`config.mk`:
```
export PLATFORM = sky130hd
export DESIGN_NAME = transient_load_sequencer_flat
export DESIGN_NICKNAME = d
export VERILOG_FILES = /design/src/sv/tls_pkg.sv /design/src/sv/tls_if.sv /design/src/sv/tls_table.sv /design/src/sv/tls_outq.sv /design/src/sv/transient_load_sequencer.sv /design/src/flat_wrapper.sv
export SDC_FILE = /design/constraint.sdc
export NUM_CORES = 2
export LEC_CHECK = 0
export BUFFER_PORTS_ARGS = -buffer_cell sky130_fd_sc_hd__buf_2
export CAP_MARGIN = 15
export CORE_MARGIN = 5
export CORE_UTILIZATION = 45
export CTS_BUF_LIST = sky130_fd_sc_hd__clkbuf_8
export DETAILED_ROUTE_END_ITERATION = 8
export PLACE_DENSITY = 0.6
export SLEW_MARGIN = 40
export SYNTH_ARGS = -nofsm -noshare
export SYNTH_HDL_FRONTEND = slang
export SYNTH_SLANG_ARGS = --single-unit
```
`constraint.sdc`:
```
create_clock -name clk -period 14.9 [get_ports clk]
set_input_delay 0.745 -clock clk [delete_from_list [all_inputs] [get_ports clk]]
set_output_delay 0.745 -clock clk [all_outputs]
set_load 0.05 [all_outputs]
```
`src/sv/tls_pkg.sv`:
```
// ---------------------------------------------------------------------------
// tls_pkg
// Shared types and constants of the transient load sequencer.
// ---------------------------------------------------------------------------
package tls_pkg;

	localparam int unsigned CUR_W   = 16;  // milliamps
	localparam int unsigned TIME_W  = 17;  // milliseconds
	localparam int unsigned STEP_W  = 4;   // list step index
	localparam int unsigned US_W    = 32;  // microsecond timestamp
	localparam int unsigned LIM_W   = 27;  // TIME_W ms scaled to us
	localparam int unsigned CFG_IW  = 3;   // config register index
	localparam int unsigned CFG_DW  = 17;  // config write data
	localparam int unsigned OQ_DEPTH = 4;
	localparam int unsigned OQ_AW    = 2;
	localparam int unsigned OQ_CW    = 3;

	localparam logic [LIM_W-1:0] US_PER_MS = LIM_W'(1000);

	localparam logic ACT_TICK  = 1'b0;
	localparam logic ACT_WRITE = 1'b1;

	localparam logic MODE_TOGGLE = 1'b0;
	localparam logic MODE_LIST   = 1'b1;

	typedef enum logic [CFG_IW-1:0] {
		CFG_MODE    = 3'd0,
		CFG_LOW     = 3'd1,
		CFG_HIGH    = 3'd2,
		CFG_PERIOD  = 3'd3,
		CFG_FINAL   = 3'd4,
		CFG_CUTOFF  = 3'd5
	} cfg_idx_t;

	typedef struct packed {
		logic [CUR_W-1:0]  cur_ma;
		logic [TIME_W-1:0] time_ms;
	} entry_t;

	typedef struct packed {
		logic              en;
		logic [STEP_W-1:0] idx;
		entry_t            entry;
	} tbl_wr_t;

	typedef struct packed {
		logic [CUR_W-1:0]  setpoint_ma;
		logic [STEP_W-1:0] step_shown;
		logic              run_end;
	} res_t;

endpackage

```
`src/sv/tls_if.sv`:
```
// ---------------------------------------------------------------------------
// tls_if
// Valid/ready channels of the sequencer: tick/entry requests, setpoint
// results and configuration writes.
// ---------------------------------------------------------------------------
interface tls_item_if;
	logic                          valid;
	logic                          ready;
	logic                          action;
	logic                          load_on;
	logic [tls_pkg::US_W-1:0]      now_us;
	logic [tls_pkg::STEP_W-1:0]    entry_index;
	logic [tls_pkg::CUR_W-1:0]     entry_current_ma;
	logic [tls_pkg::TIME_W-1:0]    entry_time_ms;

	modport source (output valid, action, load_on, now_us, entry_index,
		entry_current_ma, entry_time_ms, input ready);
	modport sink (input valid, action, load_on, now_us, entry_index,
		entry_current_ma, entry_time_ms, output ready);
endinterface

interface tls_res_if;
	logic                          valid;
	logic                          ready;
	logic [tls_pkg::CUR_W-1:0]     setpoint_ma;
	logic [tls_pkg::STEP_W-1:0]    step_shown;
	logic                          run_end;

	modport source (output valid, setpoint_ma, step_shown, run_end, input ready);
	modport sink (input valid, setpoint_ma, step_shown, run_end, output ready);
endinterface

interface tls_cfg_if;
	logic                          valid;
	logic                          ready;
	logic [tls_pkg::CFG_IW-1:0]    index;
	logic [tls_pkg::CFG_DW-1:0]    data;

	modport source (output valid, index, data, input ready);
	modport sink (input valid, index, data, output ready);
endinterface

```
`src/sv/tls_table.sv`:
```
// ---------------------------------------------------------------------------
// tls_table
// List step table: one write port, one addressed read, step 0 tapped.
// ---------------------------------------------------------------------------
module tls_table #(
	parameter int unsigned DEPTH = 16,
	parameter int unsigned AW    = 4
) (
	input  logic              clk,
	input  logic              arst_n,
	input  tls_pkg::tbl_wr_t  wr,
	input  logic [AW-1:0]     rd_idx,
	output tls_pkg::entry_t   rd_entry,
	output tls_pkg::entry_t   entry0
);

	tls_pkg::entry_t tbl_q [DEPTH];

	always_ff @(posedge clk or negedge arst_n) begin
		if (!arst_n) begin
			for (int i = 0; i < DEPTH; i++) begin
				tbl_q[i] <= '0;
			end
		end else if (wr.en && (32'(wr.idx) < DEPTH)) begin
			tbl_q[wr.idx[AW-1:0]] <= wr.entry;
		end
	end

	// out-of-range slots (non power-of-two depth) read as empty
	assign rd_entry = (32'(rd_idx) < DEPTH) ? tbl_q[rd_idx] : '0;
	assign entry0   = tbl_q[0];

endmodule

```
`src/sv/tls_outq.sv`:
```
// ---------------------------------------------------------------------------
// tls_outq
// Result queue: takes up to two results a cycle, gives one a cycle if ready.
// ---------------------------------------------------------------------------
module tls_outq (
	input  logic           clk,
	input  logic           arst_n,
	input  logic [1:0]     push_n,
	input  tls_pkg::res_t  d0,
	input  tls_pkg::res_t  d1,
	output logic           room,
	tls_res_if.source      res
);

	tls_pkg::res_t                 mem_q [tls_pkg::OQ_DEPTH];
	logic [tls_pkg::OQ_AW-1:0]     wp_q;
	logic [tls_pkg::OQ_AW-1:0]     rp_q;
	logic [tls_pkg::OQ_CW-1:0]     cnt_q;
	logic                          pop;

	assign pop  = res.valid && res.ready;
	assign room = (cnt_q <= tls_pkg::OQ_CW'(2));

	always_ff @(posedge clk or negedge arst_n) begin
		if (!arst_n) begin
			wp_q  <= '0;
			rp_q  <= '0;
			cnt_q <= '0;
		end else begin
			wp_q  <= wp_q + tls_pkg::OQ_AW'(push_n);
			rp_q  <= rp_q + tls_pkg::OQ_AW'(pop);
			cnt_q <= cnt_q + tls_pkg::OQ_CW'(push_n) - tls_pkg::OQ_CW'(pop);
		end
	end

	always_ff @(posedge clk) begin
		if (push_n != 2'd0) begin
			mem_q[wp_q] <= d0;
		end
		if (push_n == 2'd2) begin
			mem_q[wp_q + tls_pkg::OQ_AW'(1)] <= d1;
		end
	end

	assign res.valid       = (cnt_q != '0);
	assign res.setpoint_ma = mem_q[rp_q].setpoint_ma;
	assign res.step_shown  = mem_q[rp_q].step_shown;
	assign res.run_end     = mem_q[rp_q].run_end;

endmodule

```
`src/sv/transient_load_sequencer.sv`:
```
// ---------------------------------------------------------------------------
// transient_load_sequencer
// Electronic load setpoint sequencer: continuous two-level toggle or a
// stepped (current, time) list driven by microsecond ticks.
// ---------------------------------------------------------------------------
// Flow: a request is registered in the input register at acceptance and
//   processed from there; a tick waits there while the result queue lacks
//   room. Its results are written into the queue, from which they are read.
// Rate: one request per cycle while the queue has room for ticks; two
//   setpoints of one tick leave in turn via the one-result-a-cycle queue.
// Reset (arst_n low): registers to defaults, step table cleared at once.
// ---------------------------------------------------------------------------
module transient_load_sequencer #(
	parameter int unsigned MAX_STEPS = 16
) (
	input  logic        clk,
	input  logic        arst_n,
	tls_item_if.sink    item,
	tls_res_if.source   result,
	tls_cfg_if.sink     cfg
);

	// only the first 16 slots are writable (4-bit entry index); the rest
	// of the list stays zero forever and needs no storage
	localparam int unsigned TBL_DEPTH = (MAX_STEPS < 16) ? MAX_STEPS : 16;
	localparam int unsigned TBL_AW    = $clog2(TBL_DEPTH);

	// ---------------- configuration registers ----------------
	logic                          mode_q;
	logic [tls_pkg::CUR_W-1:0]     low_q;
	logic [tls_pkg::CUR_W-1:0]     high_q;
	logic [tls_pkg::TIME_W-1:0]    period_q;
	logic [tls_pkg::STEP_W-1:0]    final_q;
	logic [tls_pkg::CUR_W-1:0]     cutoff_q;

	assign cfg.ready = 1'b1;

	always_ff @(posedge clk or negedge arst_n) begin
		if (!arst_n) begin
			mode_q   <= tls_pkg::MODE_TOGGLE;
			low_q    <= '0;
			high_q   <= '0;
			period_q <= '0;
			final_q  <= tls_pkg::STEP_W'(1);
			cutoff_q <= '1;
		end else if (cfg.valid) begin
			case (tls_pkg::cfg_idx_t'(cfg.index))
				tls_pkg::CFG_MODE:   mode_q   <= cfg.data[0];
				tls_pkg::CFG_LOW:    low_q    <= cfg.data[tls_pkg::CUR_W-1:0];
				tls_pkg::CFG_HIGH:   high_q   <= cfg.data[tls_pkg::CUR_W-1:0];
				tls_pkg::CFG_PERIOD: period_q <= cfg.data[tls_pkg::TIME_W-1:0];
				tls_pkg::CFG_FINAL:  final_q  <= cfg.data[tls_pkg::STEP_W-1:0];
				tls_pkg::CFG_CUTOFF: cutoff_q <= cfg.data[tls_pkg::CUR_W-1:0];
				default: ;
			endcase
		end
	end

	// ---------------- input register ----------------
	logic                          v_s1;
	logic                          act_s1;
	logic                          on_s1;
	logic [tls_pkg::US_W-1:0]      now_s1;
	logic [tls_pkg::STEP_W-1:0]    idx_s1;
	logic [tls_pkg::CUR_W-1:0]     ecur_s1;
	logic [tls_pkg::TIME_W-1:0]    etime_s1;
	logic                          room;
	logic                          fire;

	// table writes never produce results, so only ticks wait on queue room
	assign fire       = v_s1 && ((act_s1 == tls_pkg::ACT_WRITE) || room);
	assign item.ready = !v_s1 || fire;

	always_ff @(posedge clk or negedge arst_n) begin
		if (!arst_n) begin
			v_s1 <= 1'b0;
		end else if (item.ready) begin
			v_s1 <= item.valid;
		end
	end

	always_ff @(posedge clk) begin
		if (item.ready && item.valid) begin
			act_s1   <= item.action;
			on_s1    <= item.load_on;
			now_s1   <= item.now_us;
			idx_s1   <= item.entry_index;
			ecur_s1  <= item.entry_current_ma;
			etime_s1 <= item.entry_time_ms;
		end
	end

	// ---------------- sequencer state ----------------
	logic [tls_pkg::US_W-1:0]      last_q;    // time of last change, 0 = fresh list start
	logic                          tog_q;     // 1: high level next
	logic [tls_pkg::STEP_W-1:0]    step_q;
	logic [tls_pkg::TIME_W-1:0]    active_q;  // dwell of the running list step
	tls_pkg::entry_t               shadow_q;  // copy of table[step_q], kept coherent

	// ---------------- step table ----------------
	tls_pkg::tbl_wr_t              tbl_wr;
	tls_pkg::entry_t               nxt_entry;
	tls_pkg::entry_t               entry0;
	logic [tls_pkg::STEP_W:0]      step_inc;
	logic                          wrap;
	logic [tls_pkg::STEP_W-1:0]    nxt_step;

	always_comb begin
		tbl_wr.en            = fire && (act_s1 == tls_pkg::ACT_WRITE);
		tbl_wr.idx           = idx_s1;
		tbl_wr.entry.cur_ma  = (ecur_s1 < cutoff_q) ? ecur_s1 : cutoff_q;
		tbl_wr.entry.time_ms = etime_s1;
	end

	// step after the current one, wrapping past final_step or the list end
	assign step_inc = {1'b0, step_q} + (tls_pkg::STEP_W + 1)'(1);
	assign wrap     = (step_inc > {1'b0, final_q}) || (32'(step_inc) >= MAX_STEPS);
	assign nxt_step = wrap ? '0 : step_inc[tls_pkg::STEP_W-1:0];

	tls_table #(
		.DEPTH (TBL_DEPTH),
		.AW    (TBL_AW)
	) u_table (
		.clk      (clk),
		.arst_n   (arst_n),
		.wr       (tbl_wr),
		.rd_idx   (nxt_step[TBL_AW-1:0]),
		.rd_entry (nxt_entry),
		.entry0   (entry0)
	);

	// ---------------- tick evaluation ----------------
	logic                          tick;
	logic                          fresh;
	logic [tls_pkg::US_W-1:0]      base_us;
	logic [tls_pkg::TIME_W-1:0]    dwell_ms;
	logic [tls_pkg::US_W-1:0]      elapsed;
	logic [tls_pkg::LIM_W-1:0]     limit_us;
	logic                          due;
	logic [tls_pkg::CUR_W-1:0]     lvl;
	logic [1:0]                    push_n;
	tls_pkg::res_t                 d0;
	tls_pkg::res_t                 d1;

	assign tick  = fire && (act_s1 == tls_pkg::ACT_TICK) && on_s1;
	assign fresh = (mode_q == tls_pkg::MODE_LIST) && (last_q == '0);

	// a fresh list start restarts the clock at now with the step's own dwell
	always_comb begin
		if (mode_q == tls_pkg::MODE_TOGGLE) begin
			base_us  = last_q;
			dwell_ms = period_q;
		end else if (fresh) begin
			base_us  = now_s1;
			dwell_ms = shadow_q.time_ms;
		end else begin
			base_us  = last_q;
			dwell_ms = active_q;
		end
	end

	assign elapsed  = now_s1 - base_us;  // wraps mod 2^32
	assign limit_us = tls_pkg::LIM_W'(dwell_ms) * tls_pkg::US_PER_MS;
	assign due      = elapsed >= tls_pkg::US_W'(limit_us);

	assign lvl = tog_q ? high_q : low_q;

	always_comb begin
		push_n = 2'd0;
		d0     = '0;
		d1     = '0;
		if (tick) begin
			if (mode_q == tls_pkg::MODE_TOGGLE) begin
				if (due) begin
					push_n         = 2'd1;
					d0.setpoint_ma = (lvl < cutoff_q) ? lvl : cutoff_q;
					d0.step_shown  = '0;
					d0.run_end     = 1'b1;
				end
			end else begin
				// fresh start emits the current step; a due dwell adds the next
				d1.setpoint_ma = nxt_entry.cur_ma;
				d1.step_shown  = nxt_step;
				d1.run_end     = 1'b1;
				if (fresh) begin
					d0.setpoint_ma = shadow_q.cur_ma;
					d0.step_shown  = step_q;
					d0.run_end     = !due;
					push_n         = due ? 2'd2 : 2'd1;
				end else if (due) begin
					d0     = d1;
					push_n = 2'd1;
				end
			end
		end
	end

	always_ff @(posedge clk or negedge arst_n) begin
		if (!arst_n) begin
			last_q   <= '0;
			tog_q    <= 1'b0;
			step_q   <= '0;
			active_q <= '0;
			shadow_q <= '0;
		end else if (fire) begin
			if (act_s1 == tls_pkg::ACT_WRITE) begin
				if ((32'(idx_s1) < MAX_STEPS) && (idx_s1 == step_q)) begin
					shadow_q <= tbl_wr.entry;
				end
			end else if (!on_s1) begin
				// load off: back to step 0, low level, fresh start
				last_q   <= '0;
				tog_q    <= 1'b0;
				step_q   <= '0;
				active_q <= entry0.time_ms;
				shadow_q <= entry0;
			end else if (mode_q == tls_pkg::MODE_TOGGLE) begin
				if (due) begin
					last_q <= now_s1;
					tog_q  <= !tog_q;
				end
			end else if (due) begin
				last_q   <= now_s1;
				step_q   <= nxt_step;
				active_q <= nxt_entry.time_ms;
				shadow_q <= nxt_entry;
			end else if (fresh) begin
				last_q   <= now_s1;
				active_q <= shadow_q.time_ms;
			end
		end
	end

	// ---------------- result queue ----------------
	tls_outq u_outq (
		.clk    (clk),
		.arst_n (arst_n),
		.push_n (push_n),
		.d0     (d0),
		.d1     (d1),
		.room   (room),
		.res    (result)
	);

endmodule
```
`src/flat_wrapper.sv`:
```
// flat-port wrapper written by rule: the top's interface ports become plain ports
module transient_load_sequencer_flat 
#(
	parameter int unsigned MAX_STEPS = 16
)
  (clk, arst_n, item_valid, item_action, item_load_on, item_now_us, item_entry_index, item_entry_current_ma, item_entry_time_ms, item_ready, result_valid, result_setpoint_ma, result_step_shown, result_run_end, result_ready, cfg_valid, cfg_index, cfg_data, cfg_ready);
  tls_item_if item_i ();
  tls_res_if result_i ();
  tls_cfg_if cfg_i ();
  input  logic clk;
  input  logic arst_n;
  input wire logic [$bits(item_i.valid)-1:0] item_valid;
  input wire logic [$bits(item_i.action)-1:0] item_action;
  input wire logic [$bits(item_i.load_on)-1:0] item_load_on;
  input wire logic [$bits(item_i.now_us)-1:0] item_now_us;
  input wire logic [$bits(item_i.entry_index)-1:0] item_entry_index;
  input wire logic [$bits(item_i.entry_current_ma)-1:0] item_entry_current_ma;
  input wire logic [$bits(item_i.entry_time_ms)-1:0] item_entry_time_ms;
  output wire logic [$bits(item_i.ready)-1:0] item_ready;
  output wire logic [$bits(result_i.valid)-1:0] result_valid;
  output wire logic [$bits(result_i.setpoint_ma)-1:0] result_setpoint_ma;
  output wire logic [$bits(result_i.step_shown)-1:0] result_step_shown;
  output wire logic [$bits(result_i.run_end)-1:0] result_run_end;
  input wire logic [$bits(result_i.ready)-1:0] result_ready;
  input wire logic [$bits(cfg_i.valid)-1:0] cfg_valid;
  input wire logic [$bits(cfg_i.index)-1:0] cfg_index;
  input wire logic [$bits(cfg_i.data)-1:0] cfg_data;
  output wire logic [$bits(cfg_i.ready)-1:0] cfg_ready;
  assign item_i.valid = item_valid;
  assign item_i.action = item_action;
  assign item_i.load_on = item_load_on;
  assign item_i.now_us = item_now_us;
  assign item_i.entry_index = item_entry_index;
  assign item_i.entry_current_ma = item_entry_current_ma;
  assign item_i.entry_time_ms = item_entry_time_ms;
  assign item_ready = item_i.ready;
  assign result_valid = result_i.valid;
  assign result_setpoint_ma = result_i.setpoint_ma;
  assign result_step_shown = result_i.step_shown;
  assign result_run_end = result_i.run_end;
  assign result_i.ready = result_ready;
  assign cfg_i.valid = cfg_valid;
  assign cfg_i.index = cfg_index;
  assign cfg_i.data = cfg_data;
  assign cfg_ready = cfg_i.ready;
  transient_load_sequencer #(.MAX_STEPS(MAX_STEPS)) u_core (.clk(clk), .arst_n(arst_n), .item(item_i), .result(result_i), .cfg(cfg_i));
endmodule
```
**Word level (Yosys, flattened, before mapping)**

Memories as Yosys holds them, arrays and structs flattened.
Cells that the tools add are included.

- Logic and storage cells: 166
- Memories: 1
- Flip-flop bits (word level): 764
- Bits of input ports: 96
- Output and inout port bits: 24
- RAM bits: 84

Memory list:

| memory | depth | width | rd ports | clocked after memory_dff | write ports | line | source |
|---|---|---|---|---|---|---|---|
| u_core.u_outq.mem_q | 4 | 21 | 1 | 0 | 2 | tls_outq.sv:15 | `tls_pkg::res_t mem_q [tls_pkg::OQ_DEPTH];` |

- Muxes and demuxes: 48
- Bitwise operators: 3
- Reduce and logical (&&, ||, !) cells: 29
- $mul: 1
- Magnitude comparators: 9
- Equality and inequality tests: 14
- Add/sub/neg operators: 7

Operators by type and width:

| cell | count |
|---|---|
| 528-bit bitwise mux | 1 |
| 33-bit two-way mux | 8 |
| 32-bit two-way mux | 6 |
| 21-bit two-way mux | 7 |
| 33-bit binary-select mux with 4-bit select | 1 |
| 33-bit demux with 4-bit select | 1 |
| 17-bit two-way mux | 5 |
| 16-bit two-way mux | 3 |
| 32-bit by 27-bit greater-or-equal comparator with 1-bit output | 1 |
| 32-bit logical NOT | 1 |
| 16-bit less-than comparator | 2 |
| 32-bit subtractor | 1 |
| 17-bit by 7-bit multiplier with 24-bit output (second input constant) | 1 |
| 4-bit two-way mux | 4 |
| 5-bit greater-or-equal comparator (second input constant) | 3 |
| 2-bit AND reduction | 6 |
| 4-bit AND reduction | 3 |
| 4-bit NOT with 5-bit output | 2 |
| 1-bit logical AND | 8 |
| 1-bit two-way mux | 8 |
| 2-bit two-way mux | 4 |
| 3-bit by 2-bit equality test with 1-bit output (second input constant) | 2 |
| 3-bit equality test (second input constant) | 2 |
| 2-bit != test (second input constant) | 3 |
| 22 further kinds | 28 |

**Depth between registers and ports, before layout**

- Depth after elaboration: 13
- Gate-level depth with buffers: 46
- Mapped depth without buffers: 41

**By module**

Synthesis repeated with hierarchy kept, for this count alone.

- Cell total of the unflattened synthesis: 3,396
- Area total of the unflattened synthesis: 45,494.9 um^2

By module, submodules not included:

| module | area an instance (um^2) | cells each | instances | seq. area each (um^2) |
|---|---|---|---|---|
| tls_table | 23,953.0 | 1,481 | 1 | 13,212.7 |
| transient_load_sequencer | 16,861.2 | 1,673 | 1 | 6,107.1 |
| tls_outq | 4,680.7 | 242 | 1 | 2,697.6 |

**Worst setup path after synthesis**

No wires, ideal clock.

- Path kind: reg2reg
- From: register u_core.last_q[15] (netlist bit)
- To: memory u_core.u_outq.mem_q[1][0] (netlist bit) (enable)
- Arrival time: 10,367 ps
- Cell stages (with the launch flop): 41
- Required time: 14,468 ps
- Path slack: 4,101 ps
- Cell sequence: dfrtp_1 > nor4_1 > nand4_1 > nor4_1 > buf_2 > buf_1 > mux2i_1 > a21oi_1 > xor2_1 > ha_1 > fa_1 > inv_1 > fa_1 > fa_1 > inv_1 > ha_1 > or3_1 > o211ai_1 > (+5 left out) > xor2_1 > ha_1 > o21ai_0 > nand2b_1 > a21oi_1 > or4_1 > a21oi_1 > nor3b_1 > mux2_1 > and4_1 > buf_6 > inv_6 > buf_4 > buf_4 > ha_1 > o21ai_0 > nand2_1 > a211oi_1

RTL lines:

| item | line | source |
|---|---|---|
| start: declaration | transient_load_sequencer.sv:94 | `logic [tls_pkg::US_W-1:0] last_q;` |
| start signal: assignment | transient_load_sequencer.sv:219 | `last_q <= now_s1;` |
| start signal: assignment | transient_load_sequencer.sv:223 | `last_q <= now_s1;` |
| start signal: assignment | transient_load_sequencer.sv:228 | `last_q <= now_s1;` |
| end: declaration | tls_outq.sv:15 |  |

==> impl_metrics.csv <==
group,metric,value,unit
run_status,outcome,"finished, final reports clean",
worst_setup_path,worstPathArrival,12.60,ns
global_route,grt.total_usage,0.242,
yosys,seq_area_frac_synth,0.490,
routing,via_count,33917,
yosys,synthTopCellsByArea,"dfrtp_1 38%, edfxtp_1 10%, mux2_2 9.0%",
timing,grt_setup_unrepaired,"false",
job,maxCapViolCount,0,
yosys,synth_async_sr_flop_share,0.817,
timing,slew_headroom,0.414,
timing,drv_slew,0,
yosys,synth_fp_nets,4673,
floorplan,io_pins,120,
worst_setup_path,crit_slowest_cell,"nand2_1",
clock_network,cts_tree,"yes",
global_route,met1_usage,0.345,
routing,post_drt_wl_per_cell,22.2,µm
placement,hpwl,83600,µm
global_route,grt_pass1_vias,33605,
worst_setup_path,rr_worst_depth,41,
yosys,yosys.area.top_type_share,0.376,
timing,period_minus_slack,11.98,ns
clock_network,cts.sinks,848,
yosys,avgSynthCellArea,10.3,µm²
cells_and_area,final_nets,4728,
timing,finalSetupViolations,0,
yosys,ys_seq_elements,848,
worst_setup_path,cp_max_fo,61,
clock_network,htreeDepth,4,
hold_path,hold_class,"primary input to register",
clock_network,cts_max_path_buffers,3,
global_route,grt_max_degree,140,
cells_and_area,area_growth,11.4,%
clock_network,clk_latency,0.84,ns
yosys,syn-cell-area,44900,µm²
global_route,grtUsageMet3,0.0471,
global_route,grt_overflow,0,
yosys,syn_inst,4376,
timing,timing_hold_violations_final,0,
worst_setup_path,max_stage_delay,0.65,ns
clock_network,cts_buffers,150,
worst_setup_path,required,15.53,ns
worst_setup_path,path_class,"register to register",
global_route,grt_pass1_wl,202000,µm
floorplan,chipHeight,326,µm
routing,wirelength,130000,µm
timing,timing.fmax,83.5,MHz
routing,vias_per_cell,5.80,
cells_and_area,final_common_cell,"dfrtp_1",
yosys,synth_area_leader_cell,"dfrtp_1",
hold_path,whs_path_depth,1,
global_route,grt_antenna_before_repair,5,
clock_network,clkSlewWorstSetupHoldPaths,0.06,ns
worst_setup_path,start_kind,"register",
clock_network,cts_resized,0,
yosys,ys_types,80,
floorplan,rows,116,
global_route,gr-max-usage-layer,"met2",
placement,port_buffers,118,
cells_and_area,final_cell_mix,"672 x dfrtp_1, 572 x nand2_1, 391 x a21oi_1",
cells_and_area,layout-drive-gt1-share,0.202,
routing,drtPass1Iterations,5,
routing,drc_errors,0,
yosys,synth_flop_cell,"dfrtp_1",
floorplan,die_w,326,µm
worst_setup_path,cp-end-kind,"register",
yosys,synth_edf_count,155,
routing,ant_nets,0,
yosys,yosysWarnings,0,
timing,tightestPinTransition,0.879,ns
placement,place_congestion,0.863,
global_route,globalRouteMet2Util,0.375,
routing,drt_iter0_drc,2926,
clock_network,cts_root_buf,"clkbuf_8",
timing,min_period_over_period,0.804,
floorplan,initial_utilization,0.451,
floorplan,dieArea,106000,µm²
floorplan,core_area,99600,µm²
timing,tns,0,ns
timing,skew,0.0352,ns
## critical path, delay by kind of cell (launching register included)
| family | cells | cell delay, ns |
|---|---|---|
| AOI/OAI and AO/OA | 13 | 2.88 |
| adders and majority gates | 7 | 2.66 |
| muxes | 2 | 0.52 |
| DFF | 1 | 0.40 |
| xor gates and xnor gates | 2 | 0.43 |
| buffers and inverters | 6 | 1.47 |
| and+or+nand+nor | 11 | 3.26 |
## timing repair
action	4_1_cts	5_1_grt
hold buffers	1	0
endpoints found under the hold margin	44	0
buffers inserted	0	0
endpoints found under the setup margin	0	0
## worst paths after layout
path,from,end,slack (ns)
worst max-delay path,u_core.last_q[4]$_DFFE_PN0P_,u_core.u_outq.mem_q[0][10]$_DFFE_PP_,2.92
worst min-delay path,item_entry_time_ms[6],u_core.etime_s1[6]$_DFFE_PP_,0.09
worst max register to register,u_core.last_q[4]$_DFFE_PN0P_,u_core.u_outq.mem_q[0][10]$_DFFE_PP_,2.92
worst min register to register,u_core.u_table.tbl_q[456]$_DFFE_PN0P_,u_core.u_table.tbl_q[456]$_DFFE_PN0P_,0.48
max in group asynchronous,arst_n,u_core.u_table.tbl_q[454]$_DFFE_PN0P_,11.61
min in group asynchronous,arst_n,u_core.last_q[23]$_DFFE_PN0P_,0.41
## sequential cells by signal (all words and copies together), names as in the netlist, 16 cells and up
register               flops
u_core.ecur_s1            16
u_core.low_q              16
u_core.u_table.tbl_q     495
u_core.u_table.entry0     33
u_core.now_s1             32
u_core.shadow_q           33
u_core.etime_s1           17
u_core.cutoff_q           16
u_core.period_q           17
u_core.u_outq.mem_q       84
u_core.high_q             16
u_core.active_q           17
u_core.last_q             32
## per-stage QoR
step | util | worst slack (ns) | hold WS [ns] | area (µm²) | std cells
global placement | 0.470 | 3.07 | 0.457 | 46800 | 5563
floorplan | - | 4.10 | 0.444 | 44900 | 4376
CTS | 0.502 | 2.76 | 0.0131 | 50000 | 5845
global route | 0.503 | 2.14 | 0.0270 | 50100 | 5849
detailed placement | 0.472 | 2.81 | 0.468 | 46900 | 5573
finish | 0.503 | 2.92 | 0.0852 | 50100 | 5849
## metal layers
layer	vias up	routed length, µm
li1	15632	-
met1	16956	59600
met2	1102	58400
met3	227	8180
met4	0	3500
met5	-	0
## cells by family after synthesis
family	Yosys count	share of synthesized area
multiplexers	490	0.131
buffers and inverters	475	0.0430
XOR/XNOR	63	0.0123
other	1	0.0000835
flip-flops	848	0.490
AND/OR/NAND/NOR	1353	0.130
adder cells (fa/ha/maj)	202	0.0652
AO/OA/AOI/OAI	944	0.128
## cell usage after synthesis, types with 6 or more instances
library cell	count
mux2_2	360
inv_1	163
or3_1	8
nand4_1	60
a32oi_1	17
buf_6	11
nor4_1	13
o221ai_1	14
nor2b_1	12
nand3_1	186
a31oi_1	59
mux2i_1	85
a21oi_1	391
fa_1	54
o211ai_1	87
o22ai_1	49
clkbuf_1	237
buf_1	42
buf_4	8
nor2_1	385
o21bai_1	7
and2_1	16
xnor2_1	36
dfrtp_1	676
edfxtp_1	155
o21a_1	8
and3_1	9
nor3_1	28
buf_2	12
a22o_1	51
o21ai_0	162
xor2_1	27
dfstp_2	17
a21o_1	40
nand2b_1	38
a211oi_1	11
ha_1	147
or2_2	6
mux4_2	44
nand2_1	575
## layout make-up
cell class	count	area (µm²)
Antenna cell	1	2.50
Inverter	164	621
Multi-Input combinational cell	3053	21300
Sequential cell	848	22000
Timing Repair Buffer	214	1490
Clock buffer	179	2460
Fill cell	9145	49500
Clock inverter	92	551
Tap cell	1298	1620
Power is not shown: default switching activity piles up to over one toggle a cycle in this logic, so the estimate is an artifact.
